`src/abm_pkg.sv`:
```
// ----------------------------------------------------------------------------
// abm_pkg
// Request codes, status codes, controller states and the update flags shared
// by the allocation bitmap modules.
// ----------------------------------------------------------------------------
`default_nettype none

package abm_pkg;

  localparam int          REQ_W     = 3;
  localparam int          STATUS_W  = 2;
  localparam int          OFFSET_W  = 32;
  localparam int          BYTE_IDX_W = 7;
  localparam int          BYTE_W    = 8;
  localparam int          FREE_W    = 10;
  localparam int          COUNT_W   = 11;
  localparam logic [7:0]  BYTE_ONES = 8'hff;

  typedef enum logic [REQ_W-1:0] {
    REQ_TEST      = 3'd0,
    REQ_SET       = 3'd1,
    REQ_CLEAR     = 3'd2,
    REQ_FIND      = 3'd3,
    REQ_CLEAR_ALL = 3'd4,
    REQ_LOAD      = 3'd5
  } req_e;

  typedef enum logic [STATUS_W-1:0] {
    ST_OK         = 2'd0,
    ST_ALREADY    = 2'd1,
    ST_NOT_SET    = 2'd2,
    ST_NONE_FREE  = 2'd3
  } status_e;

  typedef enum logic [2:0] {
    S_INIT,
    S_IDLE,
    S_MOD,
    S_SUM,
    S_FCHK,
    S_FWORD,
    S_CLR,
    S_RESP
  } state_e;

  typedef struct packed {
    logic    was;
    status_e status;
    logic    wr_en;
  } upd_t;

endpackage

`default_nettype wire

```
`src/allocation_bitmap.sv`:
```
// ----------------------------------------------------------------------------
// allocation_bitmap
// Allocation bitmap with a running set-bit count. The map lives in a word
// memory; a second memory holds one full flag per map word for the
// find-first-zero search.
// ----------------------------------------------------------------------------
//
//   channel  handshake              payload
//   in       in_valid_i/in_stall_o   req_type_i, bit_offset_i, byte_index_i,
//                                    byte_value_i
//   out      out_valid_o/out_stall_i status_o, bit_was_set_o, free_index_o,
//                                    ones_count_o, map_full_o
//
// One request at a time. Test: word read, result. Set, clear, load byte:
// word read, write back, full-flag write back, result; the write backs are
// skipped when the bit is already in the wanted state. Find free: flag words
// are scanned up to the first non-full one (the first, at the default size,
// which has a single flag word), then its map word is read; a full map goes
// straight to the result. Clear all: each word in turn. After reset a clearing
// pass (one word a cycle) runs before any request is taken. A stalled result
// holds in the output register while the next request is already taken.
// ----------------------------------------------------------------------------
`default_nettype none

module allocation_bitmap #(
  parameter int BITMAP_BITS = 1024
) (
  input  logic                               clk_i,
  input  logic                               rst_ni,
  input  logic                               in_valid_i,
  output logic                               in_stall_o,
  input  logic [abm_pkg::REQ_W-1:0]          req_type_i,
  input  logic [abm_pkg::OFFSET_W-1:0]       bit_offset_i,
  input  logic [abm_pkg::BYTE_IDX_W-1:0]     byte_index_i,
  input  logic [abm_pkg::BYTE_W-1:0]         byte_value_i,
  output logic                               out_valid_o,
  input  logic                               out_stall_i,
  output logic [abm_pkg::STATUS_W-1:0]       status_o,
  output logic                               bit_was_set_o,
  output logic [abm_pkg::FREE_W-1:0]         free_index_o,
  output logic [abm_pkg::COUNT_W-1:0]        ones_count_o,
  output logic                               map_full_o
);

  localparam int LOG2B  = $clog2(BITMAP_BITS);
  localparam int CNT_W  = LOG2B + 1;
  localparam int WORD_W = (BITMAP_BITS < 32) ? BITMAP_BITS : 32;
  localparam int LOG2W  = $clog2(WORD_W);
  localparam int NW     = BITMAP_BITS / WORD_W;
  localparam int AW     = (NW > 1) ? $clog2(NW) : 1;
  localparam int SUM_W  = (NW < 32) ? NW : 32;
  localparam int LOG2S  = $clog2(SUM_W);
  localparam int SBW    = (LOG2S > 0) ? LOG2S : 1;
  localparam int NS     = NW / SUM_W;
  localparam int SAW    = (NS > 1) ? $clog2(NS) : 1;

  function automatic logic [LOG2W-1:0] ffz_word(input logic [WORD_W-1:0] v);
    logic [LOG2W-1:0] r;
    r = '0;
    for (int i = WORD_W - 1; i >= 0; i--) begin
      if (!v[i]) r = LOG2W'(i);
    end
    return r;
  endfunction

  function automatic logic [SBW-1:0] ffz_sum(input logic [SUM_W-1:0] v);
    logic [SBW-1:0] r;
    r = '0;
    for (int i = SUM_W - 1; i >= 0; i--) begin
      if (!v[i]) r = SBW'(i);
    end
    return r;
  endfunction

  abm_pkg::state_e state_q, state_d;

  abm_pkg::req_e       req_q;
  logic [LOG2B-1:0]    off_q;
  logic [7:0]          bval_q;
  logic [CNT_W-1:0]    count_q;
  abm_pkg::status_e    res_status_q;
  logic                res_was_q;
  logic [LOG2B-1:0]    res_free_q;
  logic                full_q;
  logic [SAW-1:0]      scan_q;
  logic [AW-1:0]       fword_q;
  logic [AW-1:0]       clr_q;

  logic                               out_valid_q, out_valid_d;
  abm_pkg::status_e                   out_status_q;
  logic                               out_was_q;
  logic [abm_pkg::FREE_W-1:0]         out_free_q;
  logic [abm_pkg::COUNT_W-1:0]        out_count_q;
  logic                               out_full_q;

  logic [WORD_W-1:0] dmem [NW];
  logic [WORD_W-1:0] dmem_rdata_q;
  logic              dmem_we, dmem_re;
  logic [AW-1:0]     dmem_addr;
  logic [WORD_W-1:0] dmem_wdata;

  logic [SUM_W-1:0]  smem [NS];
  logic [SUM_W-1:0]  smem_rdata_q;
  logic              smem_we, smem_re;
  logic [SAW-1:0]    smem_addr;
  logic [SUM_W-1:0]  smem_wdata;

  abm_pkg::req_e     req_in;
  logic [LOG2B+9:0]  boff_ext;
  logic [LOG2B-1:0]  in_off;
  logic [AW-1:0]     in_waddr;
  logic [AW-1:0]     waddr_q;
  logic [SAW-1:0]    saddr_q;
  logic [SBW-1:0]    sbit_q;
  logic              count_full;
  logic              sum_has_free;
  logic [AW-1:0]     fword_nx;
  logic              clr_last;
  logic              clr_in_sum;
  logic              out_free;
  logic              resp_fire;
  logic [SUM_W-1:0]  sum_upd;

  logic [WORD_W-1:0] new_word;
  logic [CNT_W-1:0]  new_count;
  abm_pkg::upd_t     upd;

  assign req_in       = abm_pkg::req_e'(req_type_i);
  assign boff_ext     = (LOG2B + 10)'({byte_index_i, 3'b000});
  assign in_off       = (req_in == abm_pkg::REQ_LOAD) ? boff_ext[LOG2B-1:0]
                                                       : bit_offset_i[LOG2B-1:0];
  assign in_waddr     = AW'(in_off >> LOG2W);
  assign waddr_q      = AW'(off_q >> LOG2W);
  assign saddr_q      = SAW'(waddr_q >> LOG2S);
  assign sbit_q       = SBW'(waddr_q) & SBW'(SUM_W - 1);
  assign count_full   = (count_q == CNT_W'(BITMAP_BITS));
  assign sum_has_free = ~&smem_rdata_q;
  assign fword_nx     = (AW'(scan_q) << LOG2S) | AW'(ffz_sum(smem_rdata_q));
  assign clr_last     = (clr_q == AW'(NW - 1));
  assign clr_in_sum   = ({1'b0, clr_q} < (AW + 1)'(NS));
  assign out_free     = !out_valid_q || !out_stall_i;
  assign resp_fire    = (state_q == abm_pkg::S_RESP) && out_free;
  assign out_valid_d  = (out_valid_q && out_stall_i) || resp_fire;
  assign in_stall_o   = (state_q != abm_pkg::S_IDLE);

  always_comb begin
    sum_upd         = smem_rdata_q;
    sum_upd[sbit_q] = full_q;
  end

  abm_update #(
    .WORD_W (WORD_W),
    .CNT_W  (CNT_W)
  ) u_update (
    .req_i   (req_q),
    .word_i  (dmem_rdata_q),
    .sel_i   (off_q[LOG2W-1:0]),
    .byte_i  (bval_q),
    .count_i (count_q),
    .word_o  (new_word),
    .count_o (new_count),
    .upd_o   (upd)
  );

  always_comb begin
    state_d = state_q;
    case (state_q)
      abm_pkg::S_INIT: begin
        if (clr_last) state_d = abm_pkg::S_IDLE;
      end
      abm_pkg::S_IDLE: begin
        if (in_valid_i) begin
          case (req_in)
            abm_pkg::REQ_TEST,
            abm_pkg::REQ_SET,
            abm_pkg::REQ_CLEAR,
            abm_pkg::REQ_LOAD:      state_d = abm_pkg::S_MOD;
            abm_pkg::REQ_FIND:      state_d = count_full ? abm_pkg::S_RESP : abm_pkg::S_FCHK;
            abm_pkg::REQ_CLEAR_ALL: state_d = abm_pkg::S_CLR;
            default:                state_d = abm_pkg::S_RESP;
          endcase
        end
      end
      abm_pkg::S_MOD: begin
        state_d = upd.wr_en ? abm_pkg::S_SUM : abm_pkg::S_RESP;
      end
      abm_pkg::S_SUM: begin
        state_d = abm_pkg::S_RESP;
      end
      abm_pkg::S_FCHK: begin
        if (sum_has_free) state_d = abm_pkg::S_FWORD;
      end
      abm_pkg::S_FWORD: begin
        state_d = abm_pkg::S_RESP;
      end
      abm_pkg::S_CLR: begin
        if (clr_last) state_d = abm_pkg::S_RESP;
      end
      abm_pkg::S_RESP: begin
        if (out_free) state_d = abm_pkg::S_IDLE;
      end
      default: begin
        state_d = abm_pkg::S_INIT;
      end
    endcase
  end

  always_comb begin
    dmem_we    = 1'b0;
    dmem_re    = 1'b0;
    dmem_addr  = waddr_q;
    dmem_wdata = new_word;
    smem_we    = 1'b0;
    smem_re    = 1'b0;
    smem_addr  = saddr_q;
    smem_wdata = sum_upd;
    case (state_q)
      abm_pkg::S_INIT,
      abm_pkg::S_CLR: begin
        dmem_we    = 1'b1;
        dmem_addr  = clr_q;
        dmem_wdata = '0;
        smem_we    = clr_in_sum;
        smem_addr  = SAW'(clr_q);
        smem_wdata = '0;
      end
      abm_pkg::S_IDLE: begin
        if (in_valid_i) begin
          case (req_in)
            abm_pkg::REQ_TEST,
            abm_pkg::REQ_SET,
            abm_pkg::REQ_CLEAR,
            abm_pkg::REQ_LOAD: begin
              dmem_re   = 1'b1;
              dmem_addr = in_waddr;
            end
            abm_pkg::REQ_FIND: begin
              smem_re   = !count_full;
              smem_addr = '0;
            end
            default: begin
              dmem_re = 1'b0;
            end
          endcase
        end
      end
      abm_pkg::S_MOD: begin
        dmem_we = upd.wr_en;
        smem_re = upd.wr_en;
      end
      abm_pkg::S_SUM: begin
        smem_we = 1'b1;
      end
      abm_pkg::S_FCHK: begin
        if (sum_has_free) begin
          dmem_re   = 1'b1;
          dmem_addr = fword_nx;
        end else begin
          smem_re   = 1'b1;
          smem_addr = scan_q + SAW'(1);
        end
      end
      default: begin
        dmem_re = 1'b0;
      end
    endcase
  end

  always_ff @(posedge clk_i) begin
    if (dmem_we) dmem[dmem_addr] <= dmem_wdata;
    if (dmem_re) dmem_rdata_q <= dmem[dmem_addr];
  end

  always_ff @(posedge clk_i) begin
    if (smem_we) smem[smem_addr] <= smem_wdata;
    if (smem_re) smem_rdata_q <= smem[smem_addr];
  end

  always_ff @(posedge clk_i or negedge rst_ni) begin
    if (!rst_ni) begin
      state_q     <= abm_pkg::S_INIT;
      count_q     <= '0;
      clr_q       <= '0;
      scan_q      <= '0;
      out_valid_q <= 1'b0;
    end else begin
      state_q     <= state_d;
      out_valid_q <= out_valid_d;
      case (state_q)
        abm_pkg::S_INIT,
        abm_pkg::S_CLR: begin
          clr_q <= clr_q + AW'(1);
        end
        abm_pkg::S_IDLE: begin
          if (in_valid_i && req_in == abm_pkg::REQ_CLEAR_ALL) begin
            count_q <= '0;
            clr_q   <= '0;
          end
          if (in_valid_i && req_in == abm_pkg::REQ_FIND) scan_q <= '0;
        end
        abm_pkg::S_MOD: begin
          count_q <= new_count;
        end
        abm_pkg::S_FCHK: begin
          if (!sum_has_free) scan_q <= scan_q + SAW'(1);
        end
        default: begin
          count_q <= count_q;
        end
      endcase
    end
  end

  always_ff @(posedge clk_i) begin
    case (state_q)
      abm_pkg::S_IDLE: begin
        if (in_valid_i) begin
          req_q        <= req_in;
          off_q        <= in_off;
          bval_q       <= byte_value_i;
          res_was_q    <= 1'b0;
          res_free_q   <= '0;
          res_status_q <= (req_in == abm_pkg::REQ_FIND && count_full) ? abm_pkg::ST_NONE_FREE
                                                                     : abm_pkg::ST_OK;
        end
      end
      abm_pkg::S_MOD: begin
        res_status_q <= upd.status;
        res_was_q    <= upd.was;
        full_q       <= &new_word;
      end
      abm_pkg::S_FCHK: begin
        fword_q <= fword_nx;
      end
      abm_pkg::S_FWORD: begin
        res_free_q <= (LOG2B'(fword_q) << LOG2W) | LOG2B'(ffz_word(dmem_rdata_q));
      end
      default: begin
        full_q <= full_q;
      end
    endcase
    if (resp_fire) begin
      out_status_q <= res_status_q;
      out_was_q    <= res_was_q;
      out_free_q   <= abm_pkg::FREE_W'(res_free_q);
      out_count_q  <= abm_pkg::COUNT_W'(count_q);
      out_full_q   <= count_full;
    end
  end

  assign out_valid_o   = out_valid_q;
  assign status_o      = out_status_q;
  assign bit_was_set_o = out_was_q;
  assign free_index_o  = out_free_q;
  assign ones_count_o  = out_count_q;
  assign map_full_o    = out_full_q;

endmodule

`default_nettype wire

```
`src/abm_update.sv`:
```
// ----------------------------------------------------------------------------
// abm_update
// Modify step of the read-modify-write: applies a test, set, clear or byte
// load to one map word and works out the new set-bit count.
// ----------------------------------------------------------------------------
`default_nettype none

module abm_update #(
  parameter int WORD_W = 32,
  parameter int CNT_W  = 11
) (
  input  abm_pkg::req_e               req_i,
  input  logic [WORD_W-1:0]           word_i,
  input  logic [$clog2(WORD_W)-1:0]   sel_i,
  input  logic [abm_pkg::BYTE_W-1:0]  byte_i,
  input  logic [CNT_W-1:0]            count_i,
  output logic [WORD_W-1:0]           word_o,
  output logic [CNT_W-1:0]            count_o,
  output abm_pkg::upd_t               upd_o
);

  function automatic logic [3:0] popcount8(input logic [7:0] v);
    logic [3:0] n;
    n = '0;
    for (int k = 0; k < 8; k++) begin
      n = n + 4'(v[k]);
    end
    return n;
  endfunction

  logic              was;
  logic [WORD_W-1:0] bit_mask;
  logic [WORD_W-1:0] lane_mask;
  logic [WORD_W-1:0] lane_data;
  logic [7:0]        old_byte;

  assign was       = word_i[sel_i];
  assign bit_mask  = WORD_W'(1) << sel_i;
  assign lane_mask = WORD_W'(abm_pkg::BYTE_ONES) << sel_i;
  assign lane_data = WORD_W'(byte_i) << sel_i;
  assign old_byte  = 8'(word_i >> sel_i);

  always_comb begin
    word_o        = word_i;
    count_o       = count_i;
    upd_o.was     = 1'b0;
    upd_o.status  = abm_pkg::ST_OK;
    upd_o.wr_en   = 1'b0;
    case (req_i)
      abm_pkg::REQ_TEST: begin
        upd_o.was = was;
      end
      abm_pkg::REQ_SET: begin
        upd_o.was = was;
        if (was) begin
          upd_o.status = abm_pkg::ST_ALREADY;
        end else begin
          word_o      = word_i | bit_mask;
          count_o     = count_i + CNT_W'(1);
          upd_o.wr_en = 1'b1;
        end
      end
      abm_pkg::REQ_CLEAR: begin
        upd_o.was = was;
        if (!was) begin
          upd_o.status = abm_pkg::ST_NOT_SET;
        end else begin
          word_o      = word_i & ~bit_mask;
          count_o     = count_i - CNT_W'(1);
          upd_o.wr_en = 1'b1;
        end
      end
      abm_pkg::REQ_LOAD: begin
        word_o      = (word_i & ~lane_mask) | lane_data;
        count_o     = count_i - CNT_W'(popcount8(old_byte)) + CNT_W'(popcount8(byte_i));
        upd_o.wr_en = 1'b1;
      end
      default: begin
        upd_o.wr_en = 1'b0;
      end
    endcase
  end

endmodule

`default_nettype wire

```
`config.mk`:
```
export PLATFORM = sky130hd
export DESIGN_NAME = allocation_bitmap
export DESIGN_NICKNAME = d
export VERILOG_FILES = /design/src/abm_pkg.sv /design/src/allocation_bitmap.sv /design/src/abm_update.sv
export SDC_FILE = /design/constraint.sdc
export NUM_CORES = 2
export LEC_CHECK = 0
export BUFFER_PORTS_ARGS = -buffer_cell sky130_fd_sc_hd__buf_2
export CORE_ASPECT_RATIO = 1.2
export CORE_MARGIN = 1
export CORE_UTILIZATION = 35
export DETAILED_ROUTE_END_ITERATION = 10
export GPL_TIMING_DRIVEN = 0
export SYNTH_ARGS = -nofsm -noshare
export SYNTH_HDL_FRONTEND = slang
export SYNTH_HIERARCHICAL = 1
export SYNTH_SLANG_ARGS = --single-unit
export TNS_END_PERCENT = 30
```
`constraint.sdc`:
```
create_clock -name clk_i -period 7.65 [get_ports clk_i]
set_clock_uncertainty 0.05 [all_clocks]
set_input_delay 1.53 -clock clk_i [delete_from_list [all_inputs] [get_ports clk_i]]
set_output_delay 1.53 -clock clk_i [all_outputs]
set_load 0.01 [all_outputs]
```
==> impl_metrics.ini <==
[outcome]
outcome = finished clean

[power_and_ir_drop]
net-switching-power_mw = 8.69
p_sw_frac = 0.373
ir_drop_v = 0.000421
p_per_area_nw_per_um2 = 387
combinationalPowerShare = 0.364
p_leak_nw = 20.4
p_seq_frac = 0.378
clkPwrFrac = 0.258
p_total_mw = 23.3
p_int_mw = 14.6

[drt]
via_per_inst = 5.69
vias = 33100
route.met3.wl_um = 11800
top_layer = met4
drtIter0Drc = 3815
route.detailed.drc = 0
route.met2.wl_um = 80900
ant_nets = 0
met1_length_um = 67500
finalWirelength_um = 167000
route.detailed.wl_per_inst_um = 28.7
drtPass1Iterations = 6

[die]
fp.dieW_um = 355
die_y_um = 426
rows = 155
fp.coreArea_um2 = 149000
pin_count = 81
initial_core_util = 0.353
dieArea_um2 = 151000

[placement]
dpl_cell_area_um2 = 56200
dp_slack_ns = -0.110
gp_congestion = 0.972
dp.final_hpwl_um = 114000
port_buffers = 58
dp_cells = 5594

[global_route]
grt_pass1_wl_um = 236000
grt_pass1_vias = 32100
grt_use_total = 0.218
antenna_found_initial = 4
grt_max_degree = 33
overflow = 0

[timing]
rsz0062_at_grt = false
fin_crit_sh = 0.971
setup_ws_ns = 0.221
final_hold_viol_count = 0
slew_violations = 0
clock.fmax_mhz = 135
worst_slew_pin_slew_ns = 1.44
whs_ns = 0.353
setup_violations = 0
maxSlewHeadroom = 0.0427
min_period_ns = 7.43

[clock_network]
numCtsBuffers = 130
htreeDepth = 4
cts-hold-fix-buffers = 0
cts_tree = built
clkTransAtPathRegs_ns = 0.07
cts.sinks = 1205
cts_setup_buffers = 0
worstSkewPairLatency_ns = 0.79
cts_root_buf = clkbuf_16
clk_path_buf_depth = 3

[synth]
synth_cell_type_count = 97
syn_area_per_cell_um2 = 14.8
synthTopCellsByCount = 1,185 x edfxtp_1, 542 x mux2i_1, 264 x o22ai_1, 259 x nand2_1, 140 x nor2_1
ys_seq_area_frac = 0.689
synth-seq-cells = 1205
synthTopCellsByArea = edfxtp_1 68%, mux2i_1 10%, o22ai_1 3.2%
netlist_instances = 3535
synth-async-reset-ratio = 0.0166
yosys_warnings = 6
synth_flop_cell = edfxtp_1
netlist_area_um2 = 52400
synth_most_common_cell = edfxtp_1
synth_area_leader_cell = edfxtp_1
synth_fp_nets = 3630
synth.top_cell.area_share = 0.679
synth_edf_count = 1185

[setup_path]
end_kind = flop
cp-start-kind = flop
r2r_cells = 26
arrival_ns = 8.00
cp_max_fo = 10
crit_type = reg2reg
cp_data_required_time_ns = 8.22

[final_layout]
drive_gt1_frac = 0.135
fin_nets = 3858
fill_cells = 13600
stdcell_count = 5824
fin_area_um2 = 60200
synthToLayoutAreaGrowth_pct = 15.0

[hold_path]
hold_path_depth = 0
hp-class = reg2reg

[flow_run]
drv_cap = 0
-- flip-flops by register name (all words and copies together) (netlist names), 5 cells and up --
register,cells
dmem,1024
dmem_rdata_q,32
smem,32
smem_rdata_q,32
count_q,11
ones_count_o,11
free_index_o,10
off_q,10
res_free_q,10
bval_q,8
clr_q,5
fword_q,5
-- stage by stage --
| stage | TNS, ns | util |
|---|---|---|
| after detailed placement | -0.301 | 0.378 |
| after global routing | 0 | 0.405 |
| after CTS | 0 | 0.405 |
| after floorplan | 0 | - |
| final | 0 | 0.405 |
| after global placement | -178.11 | 0.371 |
-- power groups by stage --
stage	logic, mW	registers [mW]	clock network [mW]
final	8.48	8.80	6.02
after global routing	8.96	8.82	6.33
after CTS	8.43	8.78	6.10
after detailed placement	8.39	8.92	0
after global placement	8.19	8.94	0
after floorplan	5.22	8.74	0
-- cell usage in the layout, fill, tap and decap left out, drive strengths merged, types with 12 or more instances in the layout --
cell type and n:
edfxtp 1185, mux2i 542, nand2 267, o22ai 264
clkbuf 243, buf 230, nor2 143, o21ai 125
a21oi 109, nor4 75, inv 75, and2 48
nand3 42, clkinv 42, nor3 35, nand4 34
a31oi 29, mux2 29, ha 28, o221ai 21
dfrtp 20, nor2b 18, o211ai 18, nand2b 16
fa 13, a21o 12, mux4 12
-- path summary, 6_finish.rpt --
check,from,end,slack [ns]
min in group asynchronous,rst_ni,clr_q[3],0.66
setup reg to reg,off_q[4],count_q[7],0.22
max in group asynchronous,rst_ni,count_q[5],6.54
setup / recovery,off_q[4],count_q[7],0.22
hold / removal,smem[0][6],smem_rdata_q[6],0.35
hold reg to reg,smem[0][6],smem_rdata_q[6],0.35
-- cell type report --
cell class                      count  area, um2  area share
Sequential cell                  1205      36100       0.599
Antenna cell                        4       10.0    0.000166
Clock buffer                      171       3470      0.0576
Clock inverter                     56        562     0.00933
Buffer                            205       1270      0.0211
Inverter                           67        251     0.00418
Tap cell                         1962       2450      0.0408
Multi-Input combinational cell   2057      15100       0.250
Timing Repair Buffer               97       1050      0.0175
-- per-layer routing --
metal	vias to the layer above	track usage
met5	-	0
met3	353	0.0356
li1	14400	-
met4	0	0.0857
met1	16800	0.282
met2	1581	0.365
-- repair_timing --
item / CTS / global route
setup endpoints to repair: 5 / 5
resized for setup: 2 / 10
endpoints found under the hold margin: 0 / 0
-- cell families after synthesis --
group                    after synthesis  share of synthesized area
buffers and inverters                273                     0.0288
XOR/XNOR                              15                    0.00251
multiplexers                         583                      0.115
flip-flops                          1205                      0.689
AND/OR/NAND/NOR                      728                     0.0686
adder cells (fa/ha/maj)               41                     0.0117
AO/OA/AOI/OAI                        690                     0.0844
-- worst max-delay path: stages, from the launching register on --
cell	delay [ns]
edfxtp_1	0.45
clkbuf_1	0.43
clkbuf_1	0.50
buf_1	0.84
nor2_1	0.12
nor2_1	0.23
a21o_1	0.20
fa_1	0.51
fa_1	0.52
fa_1	0.53
inv_1	0.06
fa_1	0.54
inv_1	0.07
fa_1	0.39
inv_1	0.06
ha_1	0.16
inv_1	0.05
fa_1	0.39
nor2b_1	0.12
o21ai_0	0.08
nand2b_1	0.21
a211oi_1	0.14
xnor2_1	0.17
o32a_1	0.17
o211ai_1	0.09
nand2_1	0.09
o21ai_0	0.08
No activity file was read; power rests on OpenSTA's default activity.
